File: config.mk
export PLATFORM = sky130hd
export DESIGN_NAME = two_wire_debug_command_master_core
export DESIGN_NICKNAME = d
export VERILOG_FILES = /design/src/hw/rtl/twdcm_pkg.sv /design/src/hw/rtl/twdcm_step.sv /design/src/hw/rtl/two_wire_debug_command_master_core.sv
export SDC_FILE = /design/constraint.sdc
export NUM_CORES = 1
export LEC_CHECK = 0
export BUFFER_PORTS_ARGS = -buffer_cell sky130_fd_sc_hd__buf_4
export CAP_MARGIN = 20
export CELL_PAD_IN_SITES_DETAIL_PLACEMENT = 0
export CELL_PAD_IN_SITES_GLOBAL_PLACEMENT = 1
export CORE_MARGIN = 1.5
export CORE_UTILIZATION = 46
export DETAILED_ROUTE_END_ITERATION = 8
export MAX_ROUTING_LAYER = met4
export PLACE_DENSITY = 0.79
export SLEW_MARGIN = 0
export SYNTH_ARGS = -nofsm -noshare
export SYNTH_HDL_FRONTEND = slang
export SYNTH_SLANG_ARGS = --single-unit
File: constraint.sdc
create_clock -name clk -period 3.7 [get_ports clk]
set_clock_uncertainty 0.05 [all_clocks]
set_input_delay 1.11 -clock clk [delete_from_list [all_inputs] [get_ports clk]]
set_output_delay 1.11 -clock clk [all_outputs]
set_load 0.01 [all_outputs]
File: src/hw/rtl/twdcm_pkg.sv
// Types and constants of the two-wire debug command master.
package twdcm_pkg;

  // Highest number of argument bytes that follow the command byte.
  localparam logic [1:0] MAX_ARGS = 2'd3;

  // Value of the ready poll limit after reset.
  localparam logic [7:0] POLL_LIMIT_RESET = 8'd16;

  // Largest value of the poll counter; it saturates there.
  localparam logic [7:0] POLL_COUNT_MAX = 8'hFF;

  typedef struct packed {
    logic       kind;
    logic       dd_in;
    logic [7:0] command_byte;
    logic [7:0] arg_first;
    logic [7:0] arg_second;
    logic [7:0] arg_third;
    logic [1:0] arg_count;
  } twdcm_in_t;

  typedef struct packed {
    logic       clock_level;
    logic       data_level;
    logic       data_drive;
    logic       busy_res;
    logic       done_res;
    logic [7:0] reply;
    logic       timed_out;
  } twdcm_out_t;

endpackage

File: src/hw/rtl/twdcm_step.sv
// Transfer state and next-state logic: one item is processed per advance.
module twdcm_step (
  input  logic                  clk,
  input  logic                  rst_n,
  input  logic                  adv_i,
  input  twdcm_pkg::twdcm_in_t  item_i,
  input  logic [7:0]            poll_limit_i,
  output twdcm_pkg::twdcm_out_t res_o
);

  typedef enum logic [2:0] {
    PH_IDLE,
    PH_WRITE,
    PH_CHECK,
    PH_DUMMY,
    PH_REPLY
  } phase_t;

  phase_t          phase_r, phase_nxt;
  logic [7:0]      shift_r, shift_nxt;
  logic [2:0][7:0] arg_r, arg_nxt;
  logic [1:0]      left_r, left_nxt;
  logic [2:0]      bit_r, bit_nxt;
  logic            half_r, half_nxt;
  logic [7:0]      poll_r, poll_nxt;
  logic            tmo_r, tmo_nxt;
  logic            dc_r, dc_nxt;
  logic            ddl_r, ddl_nxt;
  logic            ddd_r, ddd_nxt;
  logic            done;
  logic [7:0]      reply;
  logic            bit_last;
  logic [1:0]      n_args;

  assign bit_last = (bit_r == 3'd7);
  assign n_args   = (item_i.arg_count > twdcm_pkg::MAX_ARGS) ? twdcm_pkg::MAX_ARGS
                                                             : item_i.arg_count;

  always_comb begin
    phase_nxt = phase_r;
    shift_nxt = shift_r;
    arg_nxt   = arg_r;
    left_nxt  = left_r;
    bit_nxt   = bit_r;
    half_nxt  = half_r;
    poll_nxt  = poll_r;
    tmo_nxt   = tmo_r;
    dc_nxt    = dc_r;
    ddl_nxt   = ddl_r;
    ddd_nxt   = ddd_r;
    done      = 1'b0;
    reply     = 8'd0;
    if (item_i.kind) begin
      // A start is taken only when no command is running.
      if (phase_r == PH_IDLE) begin
        shift_nxt = item_i.command_byte;
        arg_nxt   = {item_i.arg_third, item_i.arg_second, item_i.arg_first};
        left_nxt  = n_args;
        bit_nxt   = 3'd0;
        half_nxt  = 1'b0;
        poll_nxt  = 8'd0;
        tmo_nxt   = 1'b0;
        phase_nxt = PH_WRITE;
        dc_nxt    = 1'b0;
        ddd_nxt   = 1'b1;
        ddl_nxt   = item_i.command_byte[7];
      end
    end else begin
      unique case (phase_r)
        PH_WRITE: begin
          ddd_nxt = 1'b1;
          if (!half_r) begin
            ddl_nxt  = shift_r[7];
            dc_nxt   = 1'b1;
            half_nxt = 1'b1;
          end else begin
            shift_nxt = {shift_r[6:0], 1'b0};
            dc_nxt    = 1'b0;
            half_nxt  = 1'b0;
            bit_nxt   = bit_r + 3'd1;
            if (bit_last) begin
              if (left_r != 2'd0) begin
                shift_nxt  = arg_r[0];
                arg_nxt[0] = arg_r[1];
                arg_nxt[1] = arg_r[2];
                left_nxt   = left_r - 2'd1;
              end else begin
                phase_nxt = PH_CHECK;
                ddd_nxt   = 1'b0;
                ddl_nxt   = 1'b0;
              end
            end
          end
        end
        PH_CHECK: begin
          dc_nxt   = 1'b0;
          ddd_nxt  = 1'b0;
          ddl_nxt  = 1'b0;
          bit_nxt  = 3'd0;
          half_nxt = 1'b0;
          if (poll_r >= poll_limit_i) begin
            tmo_nxt   = 1'b1;
            shift_nxt = 8'd0;
            phase_nxt = PH_REPLY;
          end else if (item_i.dd_in) begin
            phase_nxt = PH_DUMMY;
          end else begin
            shift_nxt = 8'd0;
            phase_nxt = PH_REPLY;
          end
        end
        PH_DUMMY: begin
          if (!half_r) begin
            dc_nxt   = 1'b1;
            half_nxt = 1'b1;
          end else begin
            dc_nxt   = 1'b0;
            half_nxt = 1'b0;
            bit_nxt  = bit_r + 3'd1;
            if (bit_last) begin
              if (poll_r != twdcm_pkg::POLL_COUNT_MAX) begin
                poll_nxt = poll_r + 8'd1;
              end
              phase_nxt = PH_CHECK;
            end
          end
        end
        PH_REPLY: begin
          if (!half_r) begin
            // The target's bit is taken while the clock is high.
            dc_nxt    = 1'b1;
            half_nxt  = 1'b1;
            shift_nxt = {shift_r[6:0], item_i.dd_in};
          end else begin
            dc_nxt   = 1'b0;
            half_nxt = 1'b0;
            bit_nxt  = bit_r + 3'd1;
            if (bit_last) begin
              done      = 1'b1;
              reply     = shift_r;
              phase_nxt = PH_IDLE;
              ddd_nxt   = 1'b1;
              ddl_nxt   = 1'b0;
            end
          end
        end
        PH_IDLE: begin
        end
        default: begin
          phase_nxt = PH_IDLE;
        end
      endcase
    end
  end

  always_comb begin
    res_o.clock_level = dc_nxt;
    res_o.data_level  = ddd_nxt & ddl_nxt;
    res_o.data_drive  = ddd_nxt;
    res_o.busy_res    = (phase_nxt != PH_IDLE);
    res_o.done_res    = done;
    res_o.reply       = reply;
    res_o.timed_out   = tmo_nxt;
  end

  always_ff @(posedge clk) begin
    if (!rst_n) begin
      phase_r <= PH_IDLE;
      shift_r <= 8'd0;
      left_r  <= 2'd0;
      bit_r   <= 3'd0;
      half_r  <= 1'b0;
      poll_r  <= 8'd0;
      tmo_r   <= 1'b0;
      dc_r    <= 1'b0;
      ddl_r   <= 1'b0;
      ddd_r   <= 1'b1;
    end else if (adv_i) begin
      phase_r <= phase_nxt;
      shift_r <= shift_nxt;
      left_r  <= left_nxt;
      bit_r   <= bit_nxt;
      half_r  <= half_nxt;
      poll_r  <= poll_nxt;
      tmo_r   <= tmo_nxt;
      dc_r    <= dc_nxt;
      ddl_r   <= ddl_nxt;
      ddd_r   <= ddd_nxt;
    end
  end

  // Argument bytes are only read after a start has written them.
  always_ff @(posedge clk) begin
    if (adv_i) begin
      arg_r <= arg_nxt;
    end
  end

endmodule

File: src/hw/rtl/two_wire_debug_command_master_core.sv
// Top level of the two-wire debug command master.
//
// The block drives a debug clock line (DC) and a data line (DD) that it can
// release. An input item is either a start (kind = 1), which loads a command
// byte and up to three argument bytes, or a tick (kind = 0), which moves the
// transfer on by one half bit and carries the sampled DD level. A start that
// arrives while a command runs is ignored. Every input item gives exactly one
// result item with the line levels after it, busy, done, reply and timeout.
// The ready poll limit is written through cfg_wr_en / cfg_wr_data; the user
// must write it only while idle, as the block itself does not enforce it.
//
// An accepted item is held in the input register, processed by the next-state
// logic and lands in the output register. One item is taken every cycle while
// the output is not stalled. When out_stall holds the output register, the
// input register still takes one more item and in_stall rises only once both
// are full. A synchronous reset (rst_n low) empties both registers, sets the
// poll limit to 16, returns the transfer to idle and drives DC low and DD low.
module two_wire_debug_command_master_core (
  input  logic                  clk,
  input  logic                  rst_n,
  input  logic                  in_valid,
  output logic                  in_stall,
  input  twdcm_pkg::twdcm_in_t  in_data,
  output logic                  out_valid,
  input  logic                  out_stall,
  output twdcm_pkg::twdcm_out_t out_data,
  input  logic                  cfg_wr_en,
  input  logic [7:0]            cfg_wr_data
);

  logic                  in_valid_r;
  twdcm_pkg::twdcm_in_t  in_data_r;
  logic                  out_valid_r;
  twdcm_pkg::twdcm_out_t out_data_r;
  twdcm_pkg::twdcm_out_t res;
  logic [7:0]            poll_limit_r;
  logic                  adv;
  logic                  in_acc;

  // The held item moves on whenever the output register is empty or drains.
  assign adv      = in_valid_r & (~out_valid_r | ~out_stall);
  assign in_stall = in_valid_r & ~adv;
  assign in_acc   = in_valid & ~in_stall;

  always_ff @(posedge clk) begin
    if (!rst_n) begin
      in_valid_r <= 1'b0;
    end else if (in_acc) begin
      in_valid_r <= 1'b1;
    end else if (adv) begin
      in_valid_r <= 1'b0;
    end
  end

  always_ff @(posedge clk) begin
    if (in_acc) begin
      in_data_r <= in_data;
    end
  end

  always_ff @(posedge clk) begin
    if (!rst_n) begin
      poll_limit_r <= twdcm_pkg::POLL_LIMIT_RESET;
    end else if (cfg_wr_en) begin
      poll_limit_r <= cfg_wr_data;
    end
  end

  twdcm_step u_step (
    .clk          (clk),
    .rst_n        (rst_n),
    .adv_i        (adv),
    .item_i       (in_data_r),
    .poll_limit_i (poll_limit_r),
    .res_o        (res)
  );

  always_ff @(posedge clk) begin
    if (!rst_n) begin
      out_valid_r <= 1'b0;
    end else if (adv) begin
      out_valid_r <= 1'b1;
    end else if (!out_stall) begin
      out_valid_r <= 1'b0;
    end
  end

  always_ff @(posedge clk) begin
    if (adv) begin
      out_data_r <= res;
    end
  end

  assign out_valid = out_valid_r;
  assign out_data  = out_data_r;

endmodule

==> results.yml, run 1 <==
run_status:
  status: "finished clean"
hold_path:
  hp-class: "reg -> reg"
clock_tree:
  htreeDepth: 4
  cts_post_setup_buffers_inserted: 0
  clk_path_buf_depth: 2
  clk_latency_ps: 510
  cts.repair.resized: 0
  cts_buffers: 17
  hold_buffers: 0
  clk_pin_slew_ps: 60
  cts_sinks: 113
  ctsRootBufferMaster: "clkbuf_8"
  cts_tree: "yes"
pwr:
  power.total_uw: 3350
  power_density_mw_per_mm2: 535
  power_leakage_uw: 0.00238
  ir_worst_vdd_mv: 0.473
synthesis:
  synthCells: 406
  synth_ff_type: "edfxtp_1"
  synth.yosys.seq_area_share_pct: 59.6
  synthArstFlopShare_pct: 0
  ys_warn_count: 0
  ys_types: 59
  synth_edf_count: 74
  ys_ff_latch: 113
  mappedNetlistArea_sq_mm: 0.00504
  synthesis.nets: 467
  syn_avg_cell_area_sq_um: 12.4
final_layout:
  seq_area_sq_mm: 0.00300
  final_cell_mix: "edfxtp_1, buf_4, dfxtp_1"
  multi_input_area_sq_mm: 0.00189
  fillers: 886
  drive_gt1_share_pct: 26.8
  post-route-util_pct: 58.2
  diodes: 0
  layout_commonest_cell: "edfxtp_1"
  stdcell_count: 625
  nets: 533
  syn_to_final_growth_pct: 24.1
floorplanning:
  initial_core_util_pct: 46.9
  io_pins: 65
  die_x_um: 108
  num_rows: 38
  die_y_um: 108
  die_area_sq_mm: 0.0116
  coreArea_sq_mm: 0.0107
route:
  firstDrtPassIters: 4
  via_count: 3261
  drt_first_iter_violations: 177
  drcViolationCount: 0
  routedWlPerCell_um: 15.2
  ant_nets: 0
  via_per_inst: 5.22
  drt-total-wl_mm: 9.48
timing:
  rsz0062_at_grt: "no"
  worst_pin_slew_ps: 888
  period_share_pct: 75.0
  setup_violations: 0
  max_freq_mhz: 361
  slew_violations: 0
  hold_violations: 0
  tns_ps: 0
  holdWs_ps: 366
  post-route-min-period_ps: 2770
  relSlewSlack_pct: 40.7
placed_design:
  io_buffers: 64
  place_inst: 593
  gp_congestion: 0.828
  dp_hpwl_mm: 6.38
setup_path:
  critPathMaxStageDelay_ps: 230
  crit_chain: "buf_4, and3_1, buf_4"
  crit_top_cell: "buf_4"
  required_ps: 2540
  cp_max_fo: 3
  cp.arrival_ps: 1610
  critPathKind: "in -> out"
  end_kind: "output port"
  critPathSlowestCell: "and3_1"
  start_kind: "primary input"
grt:
  grt_max_degree: 44
  antenna_found_initial: 0
  grt_usage_pct: 18.1
  grt_pass1_wl_mm: 15.4
  grt_pass1_vias: 3145
  gr-total-overflow: 0
flow_run:
  max-cap-violations: 0
-- report_power, final --
group,total [uW],switching [uW],internal [uW]
registers,1440,35.1,1400
clock network,1690,587,1100
logic,217,112,104
total,3350,734,2610
-- flip-flops by register name, indices dropped and copies added, names as in the netlist, 2 cells and up --
| name | count |
|---|---|
| in_data_r | 36 |
| poll_limit_r | 8 |
| u_step.poll_r | 8 |
| u_step.shift_r | 8 |
| u_step.left_r | 2 |
| out_data | 14 |
| u_step.phase_r | 3 |
| u_step.arg_r | 24 |
| u_step.bit_r | 3 |
-- layout make-up --
cell class / instances / area share, %
flip-flops and latches: 113 / 48.0
multi-input cells: 256 / 30.2
repair buffers: 68 / 8.16
clock buffers: 18 / 6.68
clock inverters: 14 / 3.18
well taps: 140 / 2.80
inverters: 16 / 0.960
-- cells in the mapped netlist, drive strengths merged, types with 8 or more instances --
library cell,instances,area [sq um]
nand2,26,100
o221ai,8,70.1
mux2,17,191
edfxtp,74,2220
nor3b,11,82.6
mux2i,16,160
nor2,14,55.1
a211oi,9,72.6
clkbuf,12,45.0
a21oi,18,90.1
a21o,10,75.1
ha,12,150
o21ai,15,75.1
buf,9,48.8
nand3,8,40.0
and2,12,75.1
nor2b,14,87.6
dfxtp,39,781
inv,16,60.1
-- final timing paths --
kind	start	endpoint	slack, ps	depth (start not counted)
hold / removal	in_data_r[5]$_DFFE_PP_	u_step.arg_r[19]$_DFFE_PP_	370	0
hold reg to reg	in_data_r[5]$_DFFE_PP_	u_step.arg_r[19]$_DFFE_PP_	370	0
setup reg to reg	in_data_r[35]$_DFFE_PP_	out_data[10]$_DFFE_PP_	1160	4
setup / recovery	out_stall	in_stall	930	3
-- worst max-delay path, delay by kind of cell --
| kind | cells | cell delay [ps] |
|---|---|---|
| and+or+nand+nor | 1 | 230 |
| buffers and inverters | 2 | 280 |
-- kinds of logic after synthesis --
| logic type | count (synthesis) | share of synthesized area (%) |
|---|---|---|
| xor gates and xnor gates | 7 | 1.22 |
| muxes | 33 | 6.98 |
| DFF | 113 | 59.6 |
| adders and majority gates | 13 | 3.18 |
| AOI/OAI and AO/OA | 88 | 13.0 |
| buffers and inverters | 37 | 3.05 |
| and+or+nand+nor | 115 | 13.0 |
-- per-stage QoR --
step | area (sq um) | setup slack (ps)
global route | 6250 | 903
floorplan | 5040 | 243
CTS | 6250 | 927
detailed placement | 5640 | 863
global placement | 5640 | 929
finish | 6250 | 926
-- per-layer routing --
| metal | routed length (um) | share of wire (%) | GRT usage, % |
|---|---|---|---|
| met1 | 4560 | 48 | 23.7 |
| met2 | 4430 | 47 | 26.8 |
| met3 | 403 | 4.3 | 5.15 |
| met4 | 91 | 0.96 | 6.77 |
| met5 | 0 | 0 | - |
(Power assumes the default switching activity.)
==> run 2: changes to the inputs <==
--- a/config.mk
+++ b/config.mk
@@ -5,15 +5,16 @@
 export SDC_FILE = /design/constraint.sdc
 export NUM_CORES = 1
 export LEC_CHECK = 0
+export ABC_AREA = 1
 export BUFFER_PORTS_ARGS = -buffer_cell sky130_fd_sc_hd__buf_4
 export CAP_MARGIN = 20
 export CELL_PAD_IN_SITES_DETAIL_PLACEMENT = 0
 export CELL_PAD_IN_SITES_GLOBAL_PLACEMENT = 1
 export CORE_MARGIN = 1.5
-export CORE_UTILIZATION = 46
+export CORE_UTILIZATION = 44
 export DETAILED_ROUTE_END_ITERATION = 8
 export MAX_ROUTING_LAYER = met4
-export PLACE_DENSITY = 0.79
+export PLACE_DENSITY = 0.8
 export SLEW_MARGIN = 0
 export SYNTH_ARGS = -nofsm -noshare
 export SYNTH_HDL_FRONTEND = slang
==> constraint.sdc (replaced) <==
create_clock -name clk -period 2.9 [get_ports clk]
set_clock_uncertainty 0.05 [all_clocks]
set_input_delay 0.87 -clock clk [delete_from_list [all_inputs] [get_ports clk]]
set_output_delay 0.87 -clock clk [all_outputs]
set_load 0.01 [all_outputs]
==> results.yml, run 2 <==
final_layout:
  fin_area_sq_mm: 0.00622
  layout_commonest_cell: "nand2_1"
  final_cell_mix: "nand2_1, edfxtp_1, buf_4"
  largest_register_ff_count: 36
  nets: 668
  syn_to_final_growth_pct: 24.9
  drive_gt1_share_pct: 20.2
  diodes: 0
  post-route-util_pct: 56.9
  largest_register: "in_data_r"
clock_tree:
  hold_buffers: 0
  clk_latency_ps: 410
  cts_post_setup_buffers_inserted: 0
  cts_sinks: 113
  clk_path_buf_depth: 2
  cts.repair.resized: 0
  clk_pin_slew_ps: 50
  ctsRootBufferMaster: "clkbuf_16"
  htreeDepth: 4
  cts_buffers: 17
  cts_tree: "yes"
placed_design:
  post_dp_cell_area_sq_mm: 0.00562
  io_buffers: 64
  dp_hpwl_mm: 6.63
  gp_congestion: 0.849
timing:
  period_share_pct: 76.0
  hold_violations: 0
  tns_ps: 0
  setup_violations: 0
  slew_violations: 0
  max_freq_mhz: 453
  rsz0062_at_grt: "no"
  post-route-min-period_ps: 2210
  holdWs_ps: 368
  worst_pin_slew_ps: 508
  relSlewSlack_pct: 66.2
synthesis:
  synth.yosys.seq_area_share_pct: 60.3
  synth_area_leader_cell: "edfxtp_1"
  synthArstFlopShare_pct: 0
  mappedNetlistArea_sq_mm: 0.00498
  ys_types: 39
  synth_most_common_cell: "nand2_1"
  synth_ff_type: "edfxtp_1"
  ys_warn_count: 0
  synth_top_area_share_pct: 44.6
  syn_avg_cell_area_sq_um: 9.37
  synthTopCellsByCount: "nand2_1, edfxtp_1, nor2_1"
  synth_area_leaders: "edfxtp_1, dfxtp_1, nand2_1, nor2_1, a21oi_1"
  synthCells: 531
  ys_ff_latch: 113
  synthesis.nets: 592
  synth_edf_count: 74
hold_path:
  min_path_cells: 0
  hold_path.startpoint: "in_data_r[7]$_DFFE_PP_"
  min_to: "u_step.arg_r[21]$_DFFE_PP_"
  hp-class: "reg -> reg"
route:
  routedWlPerCell_um: 12.9
  drt_first_iter_violations: 187
  top_layer: "met4"
  via_per_inst: 4.88
  wl_met1_mm: 4.52
  ant_nets: 0
  drcViolationCount: 0
  met2_length_mm: 4.72
  via_count: 3707
  drt-total-wl_mm: 9.77
  wl_met3_um: 376
  firstDrtPassIters: 5
setup_path:
  critPathMaxStageDelay_ps: 140
  crit_top_cell: "buf_4"
  crit_chain: "buf_4, nand2_1, nor2_1, buf_4"
  reg2reg_to: "u_step.poll_r[5]$_SDFFE_PN0P_"
  worst-r2r-setup-slack_ps: 720
  path_buf_inv: 2
  path_delay_family: "buffers and inverters"
  cp.depth: 4
  rr_startpoint: "u_step.bit_r[0]$_SDFFE_PN0P_"
  required_ps: 1980
  critPathSlowestCell: "buf_4"
  cp_max_fo: 3
  start_kind: "primary input"
  cp.arrival_ps: 1290
  worst_r2r_path_depth: 8
  critPathKind: "in -> out"
  end_kind: "output port"
grt:
  grt_usage_pct: 18.8
  grt_max_degree: 45
  grt_pass1_wl_mm: 16.3
  antenna_found_initial: 0
  gr-total-overflow: 0
  grt_pass1_vias: 3604
floorplanning:
  die_x_um: 109
  coreArea_sq_mm: 0.0109
  num_rows: 38
  initial_core_util_pct: 45.5
  die_y_um: 109
  die_area_sq_mm: 0.0120
  io_pins: 65
run_status:
  status: "finished clean"
pwr:
  ir_worst_vdd_mv: 0.408
  power_density_mw_per_mm2: 688
  power_leakage_uw: 0.00258
flow_run:
  max-cap-violations: 0
==> run 2: cell types whose count changed after synthesis, moves of 11 or more <==
cell | before | now
nand3_1 | 8 | 27
nand2_1 | 25 | 161
mux2_2 | 17 | 0
inv_1 | 16 | 40
and2_1 | 12 | 0
nor2b_1 | 14 | 0
a21oi_1 | 18 | 34
mux2i_1 | 16 | 0
nor2_1 | 13 | 50
o21ai_0 | 14 | 25
==> run 2: worst max-delay path by stage <==
stage	start	end	slack, ps
floorplan	out_stall	u_step.arg_r[0]$_DFFE_PP_	570
global placement	out_stall	u_step.arg_r[9]$_DFFE_PP_	580
detailed placement	out_stall	u_step.poll_r[1]$_SDFFE_PN0P_	530
CTS	out_stall	in_stall	690
global route	u_step.bit_r[0]$_SDFFE_PN0P_	u_step.poll_r[1]$_SDFFE_PN0P_	520
finish	out_stall	in_stall	690
==> run 2: through the flow <==
step	instances	power [uW]	setup WS, ps
6_report	760	4280	695
5_1_grt	760	4450	515
4_1_cts	760	4320	687
3_5_place_dp	728	2240	527
3_3_place_gp	728	2230	577
2_1_floorplan	531	2100	569
==> run 2: worst reg2reg max path, cell delays in order (launching register included) <==
cell and delay (ps):
dfxtp_1 350, ha_1 160, ha_1 470, nand2_1 260, nand2_1 110, nand2_1 100
a21oi_2 330, nand2_1 120, a21oi_1 150
==> run 2: area by class of cell <==
type | instances | area (sq um)
repair buffers | 71 | 533
flip-flops and latches | 113 | 3000
multi-input cells | 354 | 1720
clock inverters | 14 | 165
inverters | 50 | 190
well taps | 140 | 175
clock buffers | 18 | 429
fillers | 998 | 4720
==> run 2: cells by family (layout without fill, tap and decap cells) <==
logic type	count (synthesis)	in the layout	synth area share, %
buf+inv	64	153	5.05
fa+ha+maj	12	12	3.02
flops	113	113	60.3
xor+xnor	3	3	0.528
compound gates	76	76	8.42
simple gates	263	263	22.6
==> run 2: report_power, final <==
group          total [uW]  switching [uW]  internal, uW
logic                 363             219           144
registers            1840            37.7          1800
clock network        2080             731          1340
==> run 2: per-layer routing <==
metal / global-route usage [%] / vias up
met4: 8.72 / 0
met3: 5.10 / 16
met2: 30.3 / 81
met1: 21.8 / 1689
li1: - / 1921
met5: - / -
